[config.mk]
export PLATFORM = sky130hd
export DESIGN_NAME = quadratic_probe_hash_table
export DESIGN_NICKNAME = d
export VERILOG_FILES = /design/src/sv/qpht_pkg.sv /design/src/sv/quadratic_probe_hash_table.sv
export SDC_FILE = /design/constraint.sdc
export NUM_CORES = 1
export LEC_CHECK = 0
export BUFFER_PORTS_ARGS = -buffer_cell sky130_fd_sc_hd__buf_2
export CORE_ASPECT_RATIO = 0.75
export CORE_MARGIN = 2
export CORE_UTILIZATION = 35
export CTS_BUF_LIST = sky130_fd_sc_hd__clkbuf_8 sky130_fd_sc_hd__clkbuf_16
export CTS_CLUSTER_DIAMETER = 30
export DETAILED_ROUTE_END_ITERATION = 10
export PLACE_DENSITY_LB_ADDON = 0.3
export SLEW_MARGIN = 20
export SYNTH_ARGS = -nofsm -noshare
export SYNTH_HDL_FRONTEND = slang
export SYNTH_SLANG_ARGS = --single-unit
export TNS_END_PERCENT = 10
[constraint.sdc]
create_clock -name clk -period 8 [get_ports clk]
set_input_delay 1.2 -clock clk [delete_from_list [all_inputs] [get_ports clk]]
set_output_delay 1.2 -clock clk [all_outputs]
set_load 0.01 [all_outputs]
[src/sv/qpht_pkg.sv]
// ----------------------------------------------------------------------------
// qpht_pkg
// Shared types and constants for the quadratic probing hash table.
// ----------------------------------------------------------------------------
package qpht_pkg;

  localparam int OP_W         = 2;
  localparam int KEY_W        = 31;
  localparam int STATUS_W     = 3;
  localparam int SLOT_W       = 4;
  localparam int TABLE_SIZE_D = 13;

  localparam logic [OP_W-1:0] OP_INSERT = 2'd0;
  localparam logic [OP_W-1:0] OP_DELETE = 2'd1;
  localparam logic [OP_W-1:0] OP_SEARCH = 2'd2;

  localparam logic [STATUS_W-1:0] ST_INSERTED  = 3'd0;
  localparam logic [STATUS_W-1:0] ST_FULL      = 3'd1;
  localparam logic [STATUS_W-1:0] ST_DELETED   = 3'd2;
  localparam logic [STATUS_W-1:0] ST_NOT_FOUND = 3'd3;
  localparam logic [STATUS_W-1:0] ST_FOUND     = 3'd4;

  typedef enum logic [4:0] {
    S_CLEAR = 5'b00001,
    S_IDLE  = 5'b00010,
    S_HASH  = 5'b00100,
    S_READ  = 5'b01000,
    S_CHECK = 5'b10000
  } state_t;

endpackage

[src/sv/quadratic_probe_hash_table.sv]
// ----------------------------------------------------------------------------
// quadratic_probe_hash_table
// Open-addressed hash table with quadratic probing: insert, delete, search.
// ----------------------------------------------------------------------------
// An operation is taken when start is high and busy is low; one result
// follows with done high for a single cycle and cannot be stalled. The home
// slot is found first, by a reciprocal multiply and then a subtract; each
// probe then reads the slot memory and checks the word, with at most
// TABLE_SIZE probes per operation. Busy drops with done, so a new operation
// can be taken while done is high. An unused op code is answered straight
// from idle, with no probe. After reset the table memory is swept clear,
// with busy high.
module quadratic_probe_hash_table
  import qpht_pkg::*;
#(
  parameter int TABLE_SIZE = TABLE_SIZE_D
) (
  input  logic                clk,
  input  logic                rst,
  input  logic                start,
  output logic                busy,
  input  logic [OP_W-1:0]     op,
  input  logic [KEY_W-1:0]    key,
  output logic                done,
  output logic [STATUS_W-1:0] status,
  output logic [SLOT_W-1:0]   slot
);

  localparam int IDX_W  = $clog2(TABLE_SIZE);
  localparam int SUM_W  = IDX_W + 2;
  localparam int CNT_W  = $clog2(TABLE_SIZE + 1);
  localparam int REC_W  = KEY_W + 1;
  localparam int PROD_W = KEY_W + REC_W;
  localparam int Q_W    = REC_W - IDX_W;
  localparam int WORD_W = KEY_W + 1;

  localparam logic [REC_W-1:0] RECIP   =
    REC_W'(((64'd1 << (KEY_W + IDX_W)) / 64'(TABLE_SIZE)) + 64'd1);
  localparam logic [SUM_W-1:0] N_SUM   = SUM_W'(TABLE_SIZE);
  localparam logic [IDX_W-1:0] LAST_IX = IDX_W'(TABLE_SIZE - 1);
  localparam logic [CNT_W-1:0] N_CNT   = CNT_W'(TABLE_SIZE);

  state_t state, state_next;

  logic [WORD_W-1:0] mem [TABLE_SIZE];
  logic [WORD_W-1:0] rd_word;

  logic [OP_W-1:0]   op_q;
  logic [KEY_W-1:0]  key_q;
  logic [PROD_W-1:0] prod;
  logic              step;
  logic [Q_W-1:0]    quot;
  logic [Q_W-1:0]    quot_mul;
  logic [IDX_W-1:0]  hash_rem;
  logic [IDX_W-1:0]  home;
  logic [IDX_W-1:0]  idx;
  logic [IDX_W-1:0]  idx_next;
  logic [IDX_W-1:0]  delta;
  logic [IDX_W-1:0]  delta_next;
  logic [CNT_W-1:0]  cnt;
  logic [IDX_W-1:0]  clr_idx;

  logic              hit;
  logic              last;
  logic              mem_we;
  logic [WORD_W-1:0] mem_wdata;
  logic [IDX_W-1:0]  mem_waddr;

  // home slot: key - floor(key / TABLE_SIZE) * TABLE_SIZE, quotient by reciprocal
  assign quot     = prod[PROD_W-1:KEY_W+IDX_W];
  assign quot_mul = quot * Q_W'(TABLE_SIZE);
  assign hash_rem = key_q[IDX_W-1:0] - quot_mul[IDX_W-1:0];

  // next probe: idx + (2i-1), delta advances by two, both mod TABLE_SIZE
  always_comb begin
    logic [SUM_W-1:0] s;
    logic [SUM_W-1:0] d;
    s = SUM_W'(idx) + SUM_W'(delta);
    if (s >= N_SUM) begin
      s = s - N_SUM;
    end
    d = SUM_W'(delta) + SUM_W'(2);
    if (d >= N_SUM) begin
      d = d - N_SUM;
    end
    idx_next   = s[IDX_W-1:0];
    delta_next = d[IDX_W-1:0];
  end

  assign last = (cnt == N_CNT) || (idx_next == home);

  always_comb begin
    if (op_q == OP_INSERT) begin
      hit = !rd_word[KEY_W];
    end else begin
      hit = rd_word[KEY_W] && (rd_word[KEY_W-1:0] == key_q);
    end
  end

  always_comb begin
    mem_we    = 1'b0;
    mem_waddr = idx;
    mem_wdata = '0;
    if (state == S_CLEAR) begin
      mem_we    = 1'b1;
      mem_waddr = clr_idx;
    end else if (state == S_CHECK && hit && op_q != OP_SEARCH) begin
      mem_we = 1'b1;
      if (op_q == OP_INSERT) begin
        mem_wdata = {1'b1, key_q};
      end
    end
  end

  always_ff @(posedge clk) begin
    if (mem_we) begin
      mem[mem_waddr] <= mem_wdata;
    end
    if (state == S_READ) begin
      rd_word <= mem[idx];
    end
  end

  always_comb begin
    state_next = state;
    unique case (state)
      S_CLEAR: if (clr_idx == LAST_IX) state_next = S_IDLE;
      S_IDLE: begin
        if (start) begin
          if (op == OP_INSERT || op == OP_DELETE || op == OP_SEARCH) begin
            state_next = S_HASH;
          end
        end
      end
      S_HASH:  if (step) state_next = S_READ;
      S_READ:  state_next = S_CHECK;
      S_CHECK: state_next = (hit || last) ? S_IDLE : S_READ;
      default: state_next = S_IDLE;
    endcase
  end

  always_ff @(posedge clk) begin
    if (rst) begin
      state   <= S_CLEAR;
      clr_idx <= '0;
      done    <= 1'b0;
    end else begin
      state <= state_next;
      done  <= 1'b0;
      if (state == S_CLEAR) begin
        clr_idx <= clr_idx + IDX_W'(1);
      end
      if (state == S_IDLE && start &&
          !(op == OP_INSERT || op == OP_DELETE || op == OP_SEARCH)) begin
        done <= 1'b1;
      end
      if (state == S_CHECK && (hit || last)) begin
        done <= 1'b1;
      end
    end
  end

  always_ff @(posedge clk) begin
    case (state)
      S_IDLE: begin
        op_q   <= op;
        key_q  <= key;
        step   <= 1'b0;
        status <= ST_NOT_FOUND;
        slot   <= '0;
      end
      S_HASH: begin
        step <= 1'b1;
        if (!step) begin
          prod <= PROD_W'(key_q) * PROD_W'(RECIP);
        end else begin
          home  <= hash_rem;
          idx   <= hash_rem;
          delta <= IDX_W'(1);
          cnt   <= CNT_W'(1);
        end
      end
      S_CHECK: begin
        if (hit) begin
          slot <= SLOT_W'(idx);
          case (op_q)
            OP_INSERT: status <= ST_INSERTED;
            OP_DELETE: status <= ST_DELETED;
            default:   status <= ST_FOUND;
          endcase
        end else if (last) begin
          slot   <= '0;
          status <= (op_q == OP_INSERT) ? ST_FULL : ST_NOT_FOUND;
        end else begin
          idx   <= idx_next;
          delta <= delta_next;
          cnt   <= cnt + CNT_W'(1);
        end
      end
      default: ;
    endcase
  end

  assign busy = (state != S_IDLE);

endmodule
==> metrics.log <==
INFO  metric run_status = finished clean
INFO  metric cts_setup_buffers = 0
INFO  metric launch_point_of_the_worst_reg_to_reg_path = key_q[15]$_DFFE_PP_
INFO  metric grt.met1_usage = 25.8%
INFO  metric yosysSeqAreaShare = 51.2%
INFO  metric post_drt_via_cell_ratio = 4.92
INFO  metric yosys_register_bits = 519
INFO  metric layout_setup_ws = 0.569 ns
INFO  metric floorplan.core_area = 85800 sq um
INFO  metric leftover_overflow_at_the_end_of_global_routing = 0
INFO  metric grt.busiest_layer = met2
INFO  metric cp.arrival = 7.74 ns
INFO  metric power.share.switching = 31.6%
INFO  metric finalWeightedCongestion = 0.875
INFO  metric die_h = 259 um
INFO  metric pwr-share-comb = 29.9%
INFO  metric ir_worst_vdd = 228 uV
INFO  metric worst_path_largest_cell_delay = 0.92 ns
INFO  metric yosys.cell_types.count = 51
INFO  metric timing.critical_path.slowest_stage_cell = sky130_fd_sc_hd__edfxtp_1
INFO  metric grt_first_pass_wirelength = 117000 um
INFO  metric first_global_vias = 17900
INFO  metric power.sequential.fraction = 31.0%
INFO  metric routed_wl = 78000 um
INFO  metric cts_sinks = 519
INFO  metric yosys_most_used_dff = sky130_fd_sc_hd__edfxtp_1
INFO  metric boundaryPins = 45
INFO  metric area.growth.synth_to_final = 17.4%
INFO  metric fin_crit_sh = 92.9%
INFO  metric worstSkewPairLatency = 0.67 ns
INFO  metric dr.first_iter.drc_count = 1409
INFO  metric number_of_antenna_violations_at_the_first_check_in_global_routing = 5
INFO  metric final-setup-viol-count = 0
INFO  metric gr-usage-met2 = 27.9%
INFO  metric synthesis.instances = 2017
INFO  metric groute.layer.met3.usage = 4.14%
INFO  metric floorplan_die_width = 343 um
INFO  metric rrSetupSlack = 0.57 ns
INFO  metric syn_area_per_cell = 15.0 sq um
INFO  metric grt_start_max_net_pins = 100
INFO  metric power.net_switching = 3.31 mW
INFO  metric hold_path_depth = 2
INFO  metric rsz0062_at_grt = false
INFO  metric final_hold_viol_count = 0
INFO  metric start_util = 35.3%
INFO  metric reg2reg_to = prod[37]$_DFFE_PP_
INFO  metric mappedNetlistArea = 30300 sq um
INFO  metric path_buf_inv = 6
INFO  metric clock_slew_at_the_register_clock_pins_of_the_worst_setup_and_hold_paths = 0.05 ns
INFO  metric cts_tree = done
INFO  metric fin_crit = 7.43 ns
INFO  metric cts_inserted_buffers = 95
INFO  metric cts.repair.resized = 0
INFO  metric route.vias.total = 16600
INFO  metric rows = 93
INFO  metric reg2regPathDepth = 23
INFO  metric number_of_cells_on_the_critical_path = 23
INFO  metric asyncSetResetFlopFracSynth = 0%
INFO  metric drive_above_1_share = 16.9%
INFO  metric final.setup.tns = 0 ns
INFO  metric startpoint_kind_of_the_worst_setup_timing_path = flip-flop
INFO  metric power_density = 295 nW/um^2
INFO  metric post_cts_hold_fix_bufs = 0
INFO  metric relSlewSlack = 27.2%
INFO  metric drt-wirelength-per-cell = 23.1 um
INFO  metric worst_setup_ep_type = flip-flop
INFO  metric required = 8.31 ns
INFO  metric drt-pass1-iter-count = 5
INFO  metric ctsHtreeMaxLevel = 3
INFO  metric synth-edff-count = 509
INFO  metric antenna_left = 0
INFO  metric endpoint_of_the_worst_hold_path = clr_idx[1]$_SDFFE_PP0N_
INFO  metric power_frac_clock = 39.1%
INFO  metric max-clock-path-buffers = 3
INFO  metric final_nets = 2679
INFO  metric worst_setup_path_type = flip-flop to flip-flop
INFO  metric clockRootBuffer = sky130_fd_sc_hd__clkbuf_16
INFO  metric place_ws = 0.671 ns
INFO  metric drc_markers = 0
INFO  metric timing_worst_slew_pin_value = 1.09 ns
INFO  metric floorplan.die_area = 88800 sq um
INFO  metric cap_violations = 0
INFO  metric p_leak = 13.8 nW
INFO  metric finalMaxSlewViolations = 0
INFO  metric max_freq = 135 MHz
INFO  metric globalRouteTotalUtil = 18.1%
INFO  metric crit_path_cell_trace = inv_1 > fa_1 > inv_1 > ha_1 > inv_1 > fa_1 > fa_1 > inv_1 > fa_1 > fa_1 > fa_1 > inv_1 > fa_1 > inv_1 > ha_1 > a21o_1 > a21o_1 > a21oi_1 > o21ai_0 > a21oi_1 > a21bo_2 > a21oi_1 > xnor2_1
INFO  metric hold_path.startpoint = clr_idx[1]$_SDFFE_PP0N_
INFO  metric ys_warn_count = 0
INFO  metric placement.io_buffers = 44
INFO  metric cp_top_family = adder cells
INFO  metric highest_fanout_seen_on_the_critical_path = 9
INFO  metric synth_nets = 2540
INFO  metric power.internal = 7.18 mW
INFO  metric hpwlAfterDp = 53600 um
INFO  metric min_path_type = flip-flop to flip-flop
INFO  metric clock-skew-final = 0.113 ns
INFO  metric most_repeated_library_cell_on_the_critical_path = sky130_fd_sc_hd__fa_1
[how the worst max path moves through the flow]
stage / from / end
2_1_floorplan: key_q[11]$_DFFE_PP_ / prod[35]$_DFFE_PP_
3_3_place_gp: key_q[15]$_DFFE_PP_ / prod[37]$_DFFE_PP_
3_5_place_dp: key_q[15]$_DFFE_PP_ / prod[37]$_DFFE_PP_
4_1_cts: key_q[15]$_DFFE_PP_ / prod[37]$_DFFE_PP_
5_1_grt: key_q[15]$_DFFE_PP_ / prod[37]$_DFFE_PP_
6_report: key_q[15]$_DFFE_PP_ / prod[37]$_DFFE_PP_
[sequential cells by signal, indices dropped and copies added (netlist names)]
register and cells:
mem 416, rd_word 32, key_q 31, state 5, clr_idx 4, cnt 4
delta 4, home 4, idx 4, prod 4, slot 4, status 3
op_q 2, done 1, step 1
[power groups by stage]
stage	clock (mW)	combinational, mW	sequential (mW)
after floorplan	0	2.24	3.29
after global placement	0	3.07	3.29
after detailed placement	0	3.10	3.30
after CTS	4.16	3.14	3.25
after global routing	4.29	3.59	3.26
final	4.10	3.14	3.25
[cells in the mapped netlist (2+ instances only)]
master	instances	area share, %
sky130_fd_sc_hd__or3_1	2	0.041
sky130_fd_sc_hd__a21o_1	6	0.15
sky130_fd_sc_hd__o21ai_0	9	0.15
sky130_fd_sc_hd__nor3_1	9	0.15
sky130_fd_sc_hd__mux2i_1	3	0.099
sky130_fd_sc_hd__mux4_2	110	8.2
sky130_fd_sc_hd__xor2_1	38	1.1
sky130_fd_sc_hd__buf_1	10	0.12
sky130_fd_sc_hd__clkbuf_1	30	0.37
sky130_fd_sc_hd__a41oi_1	4	0.12
sky130_fd_sc_hd__nand4_1	11	0.23
sky130_fd_sc_hd__ha_1	241	10
sky130_fd_sc_hd__nand3b_1	4	0.099
sky130_fd_sc_hd__a211oi_1	4	0.099
sky130_fd_sc_hd__a31oi_1	26	0.54
sky130_fd_sc_hd__and3_1	19	0.39
sky130_fd_sc_hd__and2_1	34	0.70
sky130_fd_sc_hd__dfxtp_1	10	0.66
sky130_fd_sc_hd__inv_1	445	5.5
sky130_fd_sc_hd__nor3b_1	4	0.099
sky130_fd_sc_hd__nand3_1	6	0.099
sky130_fd_sc_hd__or2_2	2	0.041
sky130_fd_sc_hd__o211ai_1	2	0.050
sky130_fd_sc_hd__nor4_1	9	0.19
sky130_fd_sc_hd__a21oi_1	20	0.33
sky130_fd_sc_hd__nand2_1	88	1.1
sky130_fd_sc_hd__buf_2	3	0.050
sky130_fd_sc_hd__o21a_1	2	0.050
sky130_fd_sc_hd__nor2_1	45	0.56
sky130_fd_sc_hd__xnor2_1	43	1.2
sky130_fd_sc_hd__o31ai_1	2	0.050
sky130_fd_sc_hd__fa_1	246	16
sky130_fd_sc_hd__nand2b_1	4	0.083
sky130_fd_sc_hd__edfxtp_1	509	51
[area by class of cell]
class                           count  area, sq um
Antenna cell                        1         2.50
Clock buffer                       95         2380
Clock inverter                     81          985
Fill cell                        7738        50200
Inverter                          447         1680
Multi-Input combinational cell   1008        13000
Sequential cell                   519        15500
Tap cell                         1140         1430
Timing Repair Buffer               85          541
[cells in the final DEF, fill, tap and decap left out, types with 8 or more instances in the layout]
cell type,netlist,layout
sky130_fd_sc_hd__a31oi_1,26,26
sky130_fd_sc_hd__buf_4,0,40
sky130_fd_sc_hd__and3_1,19,19
sky130_fd_sc_hd__fa_1,246,246
sky130_fd_sc_hd__dfxtp_1,10,10
sky130_fd_sc_hd__nand4_1,11,11
sky130_fd_sc_hd__and2_1,34,34
sky130_fd_sc_hd__xor2_1,38,38
sky130_fd_sc_hd__nor4_1,9,8
sky130_fd_sc_hd__ha_1,241,241
sky130_fd_sc_hd__buf_2,3,44
sky130_fd_sc_hd__bufinv_16,0,14
sky130_fd_sc_hd__mux4_2,110,110
sky130_fd_sc_hd__edfxtp_1,509,509
sky130_fd_sc_hd__clkinvlp_4,0,13
sky130_fd_sc_hd__inv_1,445,451
sky130_fd_sc_hd__nand2_1,88,88
sky130_fd_sc_hd__clkinv_1,1,12
sky130_fd_sc_hd__nor2_4,0,12
sky130_fd_sc_hd__o21ai_0,9,9
sky130_fd_sc_hd__xnor2_1,43,43
sky130_fd_sc_hd__a21oi_1,20,19
sky130_fd_sc_hd__inv_6,0,10
sky130_fd_sc_hd__nor3_1,9,9
sky130_fd_sc_hd__clkbuf_16,0,95
sky130_fd_sc_hd__nor2_1,45,33
sky130_fd_sc_hd__clkinv_4,0,11
sky130_fd_sc_hd__clkinv_2,0,9
[layer usage]
layer,share of wire (%),up-vias
met5,0.041,-
met4,2.2,4
met3,6.5,112
met2,46,463
met1,46,8759
li1,-,7278
[cells by family (layout without fill, tap and decap cells)]
kind of cell,after synthesis,count (layout),synth area share [%]
DFF,519,519,51.2
buffers and inverters,490,708,6.09
adders and majority gates,487,487,26.2
and+or+nand+nor,238,238,3.80
muxes,114,114,8.33
AOI/OAI and AO/OA,86,86,1.88
xor gates and xnor gates,83,83,2.48
other,0,1,0
[tightest hold or removal path: stages, from the launching register on]
cell	delay, ns
sky130_fd_sc_hd__dfxtp_1	0.35
sky130_fd_sc_hd__nand2_1	0.07
sky130_fd_sc_hd__a21oi_1	0.05
[metrics by stage]
step                instances  hold slack [ns]  area [sq um]  total power [mW]  utilization (%)
floorplan                2017            0.490         30300              5.53                -
global placement         3199            0.519         32200              6.36             37.5
detailed placement       3199            0.520         32200              6.41             37.5
CTS                      3375            0.526         35500              10.6             41.4
global route             3376            0.568         35500              11.1             41.4
finish                   3376            0.524         35500              10.5             41.4
Power figures use the tool's default switching activity.
